===== src/rtl/pfdm_pkg.sv =====
`default_nettype none
// ----------------------------------------------------------------------------
// pfdm_pkg
// Shared types and constants of the PWM frequency and duty meter.
// ----------------------------------------------------------------------------
package pfdm_pkg;

	localparam int TICK_W  = 16;   // width of the tick count outputs
	localparam int FREQ_W  = 16;   // width of the kHz output
	localparam int DUTY_W  = 7;    // width of the percent output
	localparam int CLK_W   = 27;   // width of the tick rate register

	localparam logic [CLK_W-1:0]  CLOCK_HZ_RESET = 27'd16000000;
	localparam logic [FREQ_W-1:0] FREQ_MAX       = 16'hFFFF;
	localparam int                HZ_PER_KHZ     = 1000;
	localparam int                PERCENT        = 100;
	localparam int                KHZ_W          = 10;  // bits of HZ_PER_KHZ
	localparam int                PERCENT_W      = 7;   // bits of PERCENT

	// register word indexes
	localparam logic REG_CLOCK_HZ = 1'b0;

	// controller to datapath
	typedef struct packed {
		logic step;        // item accepted: advance counter, track level
		logic cap_a;       // capture first rising edge
		logic cap_b;       // capture falling edge
		logic cap_c;       // capture second rising edge, form high and period
		logic start_freq;  // start tick rate / (period * 1000)
		logic save_freq;   // keep the saturated frequency quotient
		logic start_duty;  // start (100 * high) / period
		logic load_out;    // fill the output register
		logic restart;     // clear the measurement
	} cmd_t;

	// datapath to controller
	typedef struct packed {
		logic rising;
		logic falling;
		logic ok;          // registered: captures strictly increased
		logic div_idle;
	} status_t;

endpackage
`default_nettype wire


===== src/rtl/pwm_frequency_duty_meter.sv =====
`default_nettype none
// ----------------------------------------------------------------------------
// pwm_frequency_duty_meter
// Input-capture meter: high time, period, frequency in kHz and duty percent.
// ----------------------------------------------------------------------------
// Feed one sampled pin level per timer tick on the input channel. While the
// meter looks for the first rising edge, the falling edge and the closing
// rising edge it takes one item every cycle. After the closing edge it stops
// taking items: the PREP state checks the captures, then a shared restoring
// divider that yields one quotient bit per cycle runs twice, first for tick
// rate / (period * 1000) and then for (100 * high) / period, and the HOLD
// state moves the result into the output register. An out-of-range
// measurement skips the divider and goes from PREP straight to HOLD. HOLD
// stays while an earlier result still waits in the output register. The
// meter then restarts with the counter at zero and the previous level taken
// as high, so a new measurement needs a low sample before its first rising
// edge. The tick counter wraps silently; wrapped captures normally show up
// as out of range with every value zeroed. Program the tick rate (clock_hz,
// word 0 of the APB space) only while the meter is idle.
// ----------------------------------------------------------------------------
module pwm_frequency_duty_meter #(
	parameter int COUNT_WIDTH = 16
) (
	input  wire logic                        clk,
	input  wire logic                        arst_n,
	// sample channel
	input  wire logic                        in_valid,
	output logic                             in_ready,
	input  wire logic                        pin_level,
	// result channel
	output logic                             out_valid,
	input  wire logic                        out_ready,
	output logic                             in_range,
	output logic [pfdm_pkg::TICK_W-1:0]      high_ticks,
	output logic [pfdm_pkg::TICK_W-1:0]      period_ticks,
	output logic [pfdm_pkg::FREQ_W-1:0]      freq_khz,
	output logic [pfdm_pkg::DUTY_W-1:0]      duty_percent,
	// configuration
	input  wire logic                        psel,
	input  wire logic                        penable,
	input  wire logic                        pwrite,
	input  wire logic [2:0]                  paddr,
	input  wire logic [31:0]                 pwdata,
	output logic [31:0]                      prdata,
	output logic                             pready
);

	logic [pfdm_pkg::CLK_W-1:0] clock_hz_q;
	logic                       reg_hit;
	pfdm_pkg::cmd_t             cmd;
	pfdm_pkg::status_t          st;

	// Decode the single register; any other word reads as zero.
	assign pready  = 1'b1;
	assign reg_hit = (paddr[2] == pfdm_pkg::REG_CLOCK_HZ);
	assign prdata  = reg_hit ? 32'(clock_hz_q) : '0;

	// Write on the access phase.
	always_ff @(posedge clk or negedge arst_n) begin
		if (!arst_n) begin
			clock_hz_q <= pfdm_pkg::CLOCK_HZ_RESET;
		end else if (psel && penable && pwrite && pready && reg_hit) begin
			clock_hz_q <= pwdata[pfdm_pkg::CLK_W-1:0];
		end
	end

	// Sequence edge phases, divisions and the handoff to the output register.
	pfdm_ctrl u_ctrl (
		.clk       (clk),
		.arst_n    (arst_n),
		.in_valid  (in_valid),
		.in_ready  (in_ready),
		.out_valid (out_valid),
		.out_ready (out_ready),
		.st        (st),
		.cmd       (cmd)
	);

	// Hold the counter, captures, divider and result fields.
	pfdm_dp #(
		.CW (COUNT_WIDTH)
	) u_dp (
		.clk          (clk),
		.arst_n       (arst_n),
		.pin_level    (pin_level),
		.clock_hz     (clock_hz_q),
		.cmd          (cmd),
		.st           (st),
		.in_range     (in_range),
		.high_ticks   (high_ticks),
		.period_ticks (period_ticks),
		.freq_khz     (freq_khz),
		.duty_percent (duty_percent)
	);

	// Never take a sample while the divider is working.
	a_no_accept_busy: assert property (@(posedge clk) disable iff (!arst_n)
		!(in_ready && !st.div_idle))
		else $error("sample taken while divider busy");

	// Never overwrite a result that is still waiting.
	a_no_overwrite: assert property (@(posedge clk) disable iff (!arst_n)
		cmd.load_out |-> (!out_valid || out_ready))
		else $error("pending result overwritten");

	// Zero every value of an out-of-range result.
	a_zero_fields: assert property (@(posedge clk) disable iff (!arst_n)
		(out_valid && !in_range) |-> (high_ticks == '0 && period_ticks == '0
			&& freq_khz == '0 && duty_percent == '0))
		else $error("out-of-range result carries values");

	// Keep duty within a full period.
	a_duty_bound: assert property (@(posedge clk) disable iff (!arst_n)
		(out_valid && in_range) |-> (duty_percent < 7'(pfdm_pkg::PERCENT)))
		else $error("duty percent out of bound");

endmodule
`default_nettype wire


===== src/rtl/pfdm_ctrl.sv =====
`default_nettype none
// ----------------------------------------------------------------------------
// pfdm_ctrl
// Measurement sequencer: edge phases, division steps and output handoff.
// ----------------------------------------------------------------------------
module pfdm_ctrl (
	input  wire logic             clk,
	input  wire logic             arst_n,
	input  wire logic             in_valid,
	output logic                  in_ready,
	output logic                  out_valid,
	input  wire logic             out_ready,
	input  wire pfdm_pkg::status_t st,
	output pfdm_pkg::cmd_t        cmd
);

	localparam logic [2:0] S_RISE1 = 3'd0;
	localparam logic [2:0] S_FALL  = 3'd1;
	localparam logic [2:0] S_RISE2 = 3'd2;
	localparam logic [2:0] S_PREP  = 3'd3;
	localparam logic [2:0] S_DIVF  = 3'd4;
	localparam logic [2:0] S_DIVD  = 3'd5;
	localparam logic [2:0] S_HOLD  = 3'd6;

	logic [2:0] state_q, state_d;
	logic       out_valid_q;
	logic       acc;

	assign in_ready  = (state_q == S_RISE1) || (state_q == S_FALL) || (state_q == S_RISE2);
	assign acc       = in_valid && in_ready;
	assign out_valid = out_valid_q;

	always_comb begin
		cmd     = '0;
		state_d = state_q;
		cmd.step = acc;
		unique case (state_q)
			S_RISE1: begin
				if (acc && st.rising) begin
					cmd.cap_a = 1'b1;
					state_d   = S_FALL;
				end
			end
			S_FALL: begin
				if (acc && st.falling) begin
					cmd.cap_b = 1'b1;
					state_d   = S_RISE2;
				end
			end
			S_RISE2: begin
				if (acc && st.rising) begin
					cmd.cap_c = 1'b1;
					state_d   = S_PREP;
				end
			end
			S_PREP: begin
				if (st.ok) begin
					cmd.start_freq = 1'b1;
					state_d        = S_DIVF;
				end else begin
					state_d = S_HOLD;
				end
			end
			S_DIVF: begin
				if (st.div_idle) begin
					cmd.save_freq  = 1'b1;
					cmd.start_duty = 1'b1;
					state_d        = S_DIVD;
				end
			end
			S_DIVD: begin
				if (st.div_idle) begin
					state_d = S_HOLD;
				end
			end
			S_HOLD: begin
				if (!out_valid_q || out_ready) begin
					cmd.load_out = 1'b1;
					cmd.restart  = 1'b1;
					state_d      = S_RISE1;
				end
			end
			default: begin
				state_d = S_RISE1;
			end
		endcase
	end

	always_ff @(posedge clk or negedge arst_n) begin
		if (!arst_n) begin
			state_q     <= S_RISE1;
			out_valid_q <= 1'b0;
		end else begin
			state_q <= state_d;
			if (cmd.load_out) begin
				out_valid_q <= 1'b1;
			end else if (out_ready) begin
				out_valid_q <= 1'b0;
			end
		end
	end

endmodule
`default_nettype wire


===== src/rtl/pfdm_dp.sv =====
`default_nettype none
// ----------------------------------------------------------------------------
// pfdm_dp
// Tick counter, edge captures, shared restoring divider and output register.
// ----------------------------------------------------------------------------
module pfdm_dp #(
	parameter int CW = 16
) (
	input  wire logic                           clk,
	input  wire logic                           arst_n,
	input  wire logic                           pin_level,
	input  wire logic [pfdm_pkg::CLK_W-1:0]     clock_hz,
	input  wire pfdm_pkg::cmd_t                 cmd,
	output pfdm_pkg::status_t                   st,
	output logic                                in_range,
	output logic [pfdm_pkg::TICK_W-1:0]         high_ticks,
	output logic [pfdm_pkg::TICK_W-1:0]         period_ticks,
	output logic [pfdm_pkg::FREQ_W-1:0]         freq_khz,
	output logic [pfdm_pkg::DUTY_W-1:0]         duty_percent
);

	localparam int NW  = (CW + pfdm_pkg::PERCENT_W > pfdm_pkg::CLK_W) ?
		(CW + pfdm_pkg::PERCENT_W) : pfdm_pkg::CLK_W;   // dividend width
	localparam int DV  = CW + pfdm_pkg::KHZ_W;          // divisor width
	localparam int CNW = $clog2(NW + 1);
	localparam logic [CNW-1:0] STEPS = CNW'(NW);

	logic [CW-1:0] tick_q, first_q, fall_q, high_q, per_q;
	logic          last_q, ok_q;
	logic [pfdm_pkg::FREQ_W-1:0] freq_q;

	logic [DV-1:0]  rem_q, dvs_q;
	logic [NW-1:0]  dvd_q;
	logic [CNW-1:0] cnt_q;
	logic [DV:0]    shl, diff;
	logic           ge;

	assign st.rising   = !last_q && pin_level;
	assign st.falling  = last_q && !pin_level;
	assign st.ok       = ok_q;
	assign st.div_idle = (cnt_q == '0);

	// one quotient bit a cycle
	assign shl  = {rem_q, dvd_q[NW-1]};
	assign diff = shl - {1'b0, dvs_q};
	assign ge   = (shl >= {1'b0, dvs_q});

	always_ff @(posedge clk or negedge arst_n) begin
		if (!arst_n) begin
			tick_q <= '0;
			last_q <= 1'b1;
			cnt_q  <= '0;
		end else begin
			if (cmd.restart) begin
				tick_q <= '0;
				last_q <= 1'b1;
			end else if (cmd.step) begin
				tick_q <= tick_q + CW'(1);
				last_q <= pin_level;
			end
			if (cmd.start_freq || cmd.start_duty) begin
				cnt_q <= STEPS;
			end else if (cnt_q != '0) begin
				cnt_q <= cnt_q - CNW'(1);
			end
		end
	end

	always_ff @(posedge clk) begin
		if (cmd.cap_a) begin
			first_q <= tick_q;
		end
		if (cmd.cap_b) begin
			fall_q <= tick_q;
		end
		if (cmd.cap_c) begin
			high_q <= fall_q - first_q;
			per_q  <= tick_q - first_q;
			ok_q   <= (first_q < fall_q) && (fall_q < tick_q);
		end
		if (cmd.start_freq) begin
			// floor(floor(x / p) / 1000) equals floor(x / (p * 1000))
			rem_q <= '0;
			dvd_q <= NW'(clock_hz);
			dvs_q <= DV'(per_q) * DV'(pfdm_pkg::HZ_PER_KHZ);
		end else if (cmd.start_duty) begin
			rem_q <= '0;
			dvd_q <= NW'(high_q) * NW'(pfdm_pkg::PERCENT);
			dvs_q <= DV'(per_q);
		end else if (cnt_q != '0) begin
			rem_q <= ge ? diff[DV-1:0] : shl[DV-1:0];
			dvd_q <= {dvd_q[NW-2:0], ge};
		end
		if (cmd.save_freq) begin
			freq_q <= (dvd_q > NW'(pfdm_pkg::FREQ_MAX)) ? pfdm_pkg::FREQ_MAX :
				dvd_q[pfdm_pkg::FREQ_W-1:0];
		end
		if (cmd.load_out) begin
			in_range <= ok_q;
			if (ok_q) begin
				high_ticks   <= pfdm_pkg::TICK_W'(high_q);
				period_ticks <= pfdm_pkg::TICK_W'(per_q);
				freq_khz     <= freq_q;
				duty_percent <= dvd_q[pfdm_pkg::DUTY_W-1:0];
			end else begin
				high_ticks   <= '0;
				period_ticks <= '0;
				freq_khz     <= '0;
				duty_percent <= '0;
			end
		end
	end

endmodule
`default_nettype wire

===== config.mk =====
export PLATFORM = sky130hd
export DESIGN_NAME = pwm_frequency_duty_meter
export DESIGN_NICKNAME = d
export VERILOG_FILES = /design/src/rtl/pfdm_pkg.sv /design/src/rtl/pwm_frequency_duty_meter.sv /design/src/rtl/pfdm_ctrl.sv /design/src/rtl/pfdm_dp.sv
export SDC_FILE = /design/constraint.sdc
export NUM_CORES = 1
export LEC_CHECK = 0
export BUFFER_PORTS_ARGS = -buffer_cell sky130_fd_sc_hd__buf_2
export CORE_AREA = 2 2 198 200
export CTS_CLUSTER_SIZE = 10
export DETAILED_ROUTE_END_ITERATION = 16
export DIE_AREA = 0 0 200 202
export GPL_TIMING_DRIVEN = 0
export PLACE_DENSITY_LB_ADDON = 0.3
export SLEW_MARGIN = 20
export SYNTH_ARGS = -nofsm -noshare
export SYNTH_HDL_FRONTEND = slang
export SYNTH_SLANG_ARGS = --single-unit
export TNS_END_PERCENT = 20

===== constraint.sdc =====
create_clock -name clk -period 14.64 [get_ports clk]
set_input_delay 0.732 -clock clk [delete_from_list [all_inputs] [get_ports clk]]
set_output_delay 0.732 -clock clk [all_outputs]
set_load 0.02 [all_outputs]

==> run_results.csv <==
group,metric,value,unit
run_status,status,"completed",
placement,routabilityCongestion,0.877,
route,routed_wl,40.3,mm
route,drc_errors,0,
worst_setup_path,ff2ff_path_depth,16,
worst_setup_path,regToRegEndpoint,"u_dp.dvs_q[25]",
die,ios,134,
final_layout,n_antenna_cell,0,
worst_setup_path,crit_arrival,5.69,ns
pwr,power_density,157,nW/µm²
die,core_area,38300,µm²
placement,dp_hpwl,31.0,mm
route,drt-initial-drc-count,735,
pwr,leakagePower,0.00884,µW
synthesis,syn-cell-area,17800,µm²
synthesis,synth-main-ff-cell,"edfxtp_1",
clocking,cts_tree,"done",
worst_setup_path,crit_chain,"inv_1, fa_1, fa_1, fa_1, fa_1, inv_1, ha_1, o21ai_0, a21boi_0, o2111ai_1, a21oi_1, nor4_1, nor4_1, a311oi_1, xnor2_1, nor2_1",
worst_setup_path,crit_type,"reg -> reg",
synthesis,seq_area_frac_synth,42.3,%
worst_setup_path,crit_buf_inv,2,
synthesis,synth_top_area_share,31.5,%
route,post_drt_via_cell_ratio,5.25,
route,wl_per_cell,16.8,µm
synthesis,yosys.area.top_type,"edfxtp_1",
clocking,root_buffer,"clkbuf_16",
die,start_util,46.5,%
sta,rsz0062_at_grt,"false",
worst_setup_path,reg2reg_slack,9.20,ns
synthesis,ys_seq_elements,269,
grt,grt_overflow_total,0,
worst_setup_path,cpMostUsedCell,"fa_1",
clocking,insertion_delay,0.54,ns
final_layout,multi_input_area,9290,µm²
sta,tns,0,ns
synthesis,synth.area.top_cells,"edfxtp_1 (32%), ha_1 (13%), fa_1 (7.6%)",
die,rows,72,
worst_setup_path,critical-path-top-delay-family,"adder cells",
clocking,cts_buffers,34,
synthesis,synth_common_cells,"inv_1 (218), edfxtp_1 (187), ha_1 (179), nand2_1 (113), nor2_1 (104)",
synthesis,synth-edff-count,187,
sta,tightest_slew,1.12,ns
worst_setup_path,crit_slowest_cell,"fa_1",
clocking,cts_sinks,269,
run,max_cap_viol_count,0,
sta,finalCritPeriodShare,37.2,%
grt,grt_pass1_vias,12500,
sta,maxSlewViolCount,0,
route,first_pass_iters,5,
synthesis,yosys.cell_count.top_type,"inv_1",
die,die_h,202,µm
worst_setup_path,worstPathMaxFanout,5,
sta,finClkSkew,0.0229,ns
clocking,cts.clk_slew.worst_paths,0.05,ns
placement,post-place-ws,9.28,ns
grt,grt_pass1_wl,65.0,mm
grt,grt_usage,20.4,%
placement,portBuffers,120,
sta,final-setup-viol-count,0,
clocking,hold_buffers,0,
clocking,clock_path_buffers,3,
sta,min_period,5.44,ns
final_layout,n_fill_cell,3421,
grt,grt_start_max_net_pins,54,
final_layout,drive_above_1_share,13.7,%
route,postRouteAntennaNets,0,
worst_setup_path,r2r-start,"u_dp.per_q[3]",
synthesis,ys_types,73,
worst_setup_path,critPathCaptureType,"flip-flop",
sta,slew-limit-headroom,25.0,%
final_layout,syn2layout_area_growth,13.2,%
sta,hold_slack,0.273,ns
die,die_w,200,µm
clocking,htreeDepth,2,
min_path,hp-class,"in -> async",
synthesis,synth-async-reset-ratio,19.7,%
worst_setup_path,max_stage_delay,0.54,ns
final_layout,finish.utilization,52.7,%
sta,max_freq,0.184,GHz
pwr,peakVddDrop,0.0750,mV
route,num_vias,12600,
synthesis,ys.warnings.count,0,
sta,hold_viol,0,
sta,setup_ws,9.20,ns
clocking,cts_resized,0,
die,dieArea,40400,µm²
synthesis,syn_area_per_cell,10.5,µm²
grt,antenna_found_initial,0,
final_layout,nNetsFinal,2153,
final_layout,seq_area,7530,µm²
clocking,post_cts_buffers,0,
pwr,totalPowerFinal,3170,µW
worst_setup_path,critPathLaunchType,"flip-flop",
synthesis,syn_inst,1698,
worst_setup_path,worstPathRequired,14.89,ns
registers in the layout, summed over array words and instances, names as in the netlist, 3 cells and up:
register,flops
u_dp.duty_percent,7
u_dp.freq_khz,16
u_dp.high_q,16
u_dp.freq_q,16
u_dp.period_ticks,16
u_ctrl.state_q,3
u_dp.per_q,16
clock_hz_q,27
u_dp.cnt_q,5
u_dp.dvs_q,26
u_dp.dvd_q,27
u_dp.tick_q,16
u_dp.high_ticks,16
u_dp.rem_q,26
u_dp.fall_q,16
u_dp.first_q,16
layout by cell type (no fill, tap or decap), drive strengths merged, types with 11 or more instances in the layout:
cell type,n
and2,58
mux2,31
a31oi,18
ha,179
xor2,22
inv,222
a21o,37
nand2,113
o21ai,82
xnor2,67
nor2b,41
or2,22
nand3,31
nand2b,13
buf,137
nor2,105
edfxtp,187
fa,68
a21oi,78
mux2i,16
a211oi,11
dfrtp,45
dfxtp,29
clkbuf,89
o22ai,11
o21a,11
nor3,26
per-layer routing:
metal	track usage [%]	up-vias	wire, µm
met5	0	-	0
met4	5.29	0	803
met3	3.77	58	2120
met1	27.8	6066	18700
met2	33.4	292	18700
li1	-	6223	-
how the worst max path moves through the flow:
stage | from | slack [ns] | cells past startpoint | to
after CTS | u_dp.per_q[3] | 9.24 | 16 | u_dp.dvs_q[25]
after floorplan | u_dp.per_q[2] | 9.91 | 15 | u_dp.dvs_q[24]
after global routing | u_dp.per_q[2] | 8.84 | 16 | u_dp.dvs_q[25]
after global placement | out_ready | 9.04 | 4 | u_dp.period_ticks[1]
final | u_dp.per_q[3] | 9.20 | 16 | u_dp.dvs_q[25]
after detailed placement | u_dp.per_q[3] | 9.28 | 16 | u_dp.dvs_q[25]
cell families after synthesis:
family	Yosys count	share of synthesized area, %
buf+inv	269	5.86
simple gates	452	12.6
mux	47	2.88
compound gates	323	11.8
flops	269	42.3
xor+xnor	89	4.37
other cells	2	0.0421
fa+ha+maj	247	20.2
per-stage QoR:
| stage | area (µm²) | std cells |
|---|---|---|
| 2_1_floorplan | 17800 | 1702 |
| 3_3_place_gp | 19100 | 2340 |
| 3_5_place_dp | 19200 | 2345 |
| 4_1_cts | 20200 | 2406 |
| 5_1_grt | 20200 | 2406 |
| 6_report | 20200 | 2406 |
final cells by class:
cell class | instances | area share [%]
plain buffers | 49 | 1.11
clock buffers | 52 | 4.60
clock inverters | 9 | 0.304
inverters | 220 | 4.09
multi-input cells | 1164 | 46.0
flip-flops and latches | 269 | 37.3
well taps | 518 | 3.21
repair buffers | 125 | 3.35
power by group:
| part | internal, µW | leakage, µW | switching (µW) |
|---|---|---|---|
| clock network | 439 | 0.000481 | 316 |
| registers | 1020 | 0.00260 | 110 |
| logic | 552 | 0.00576 | 736 |
Power figures use the tool's default switching activity.
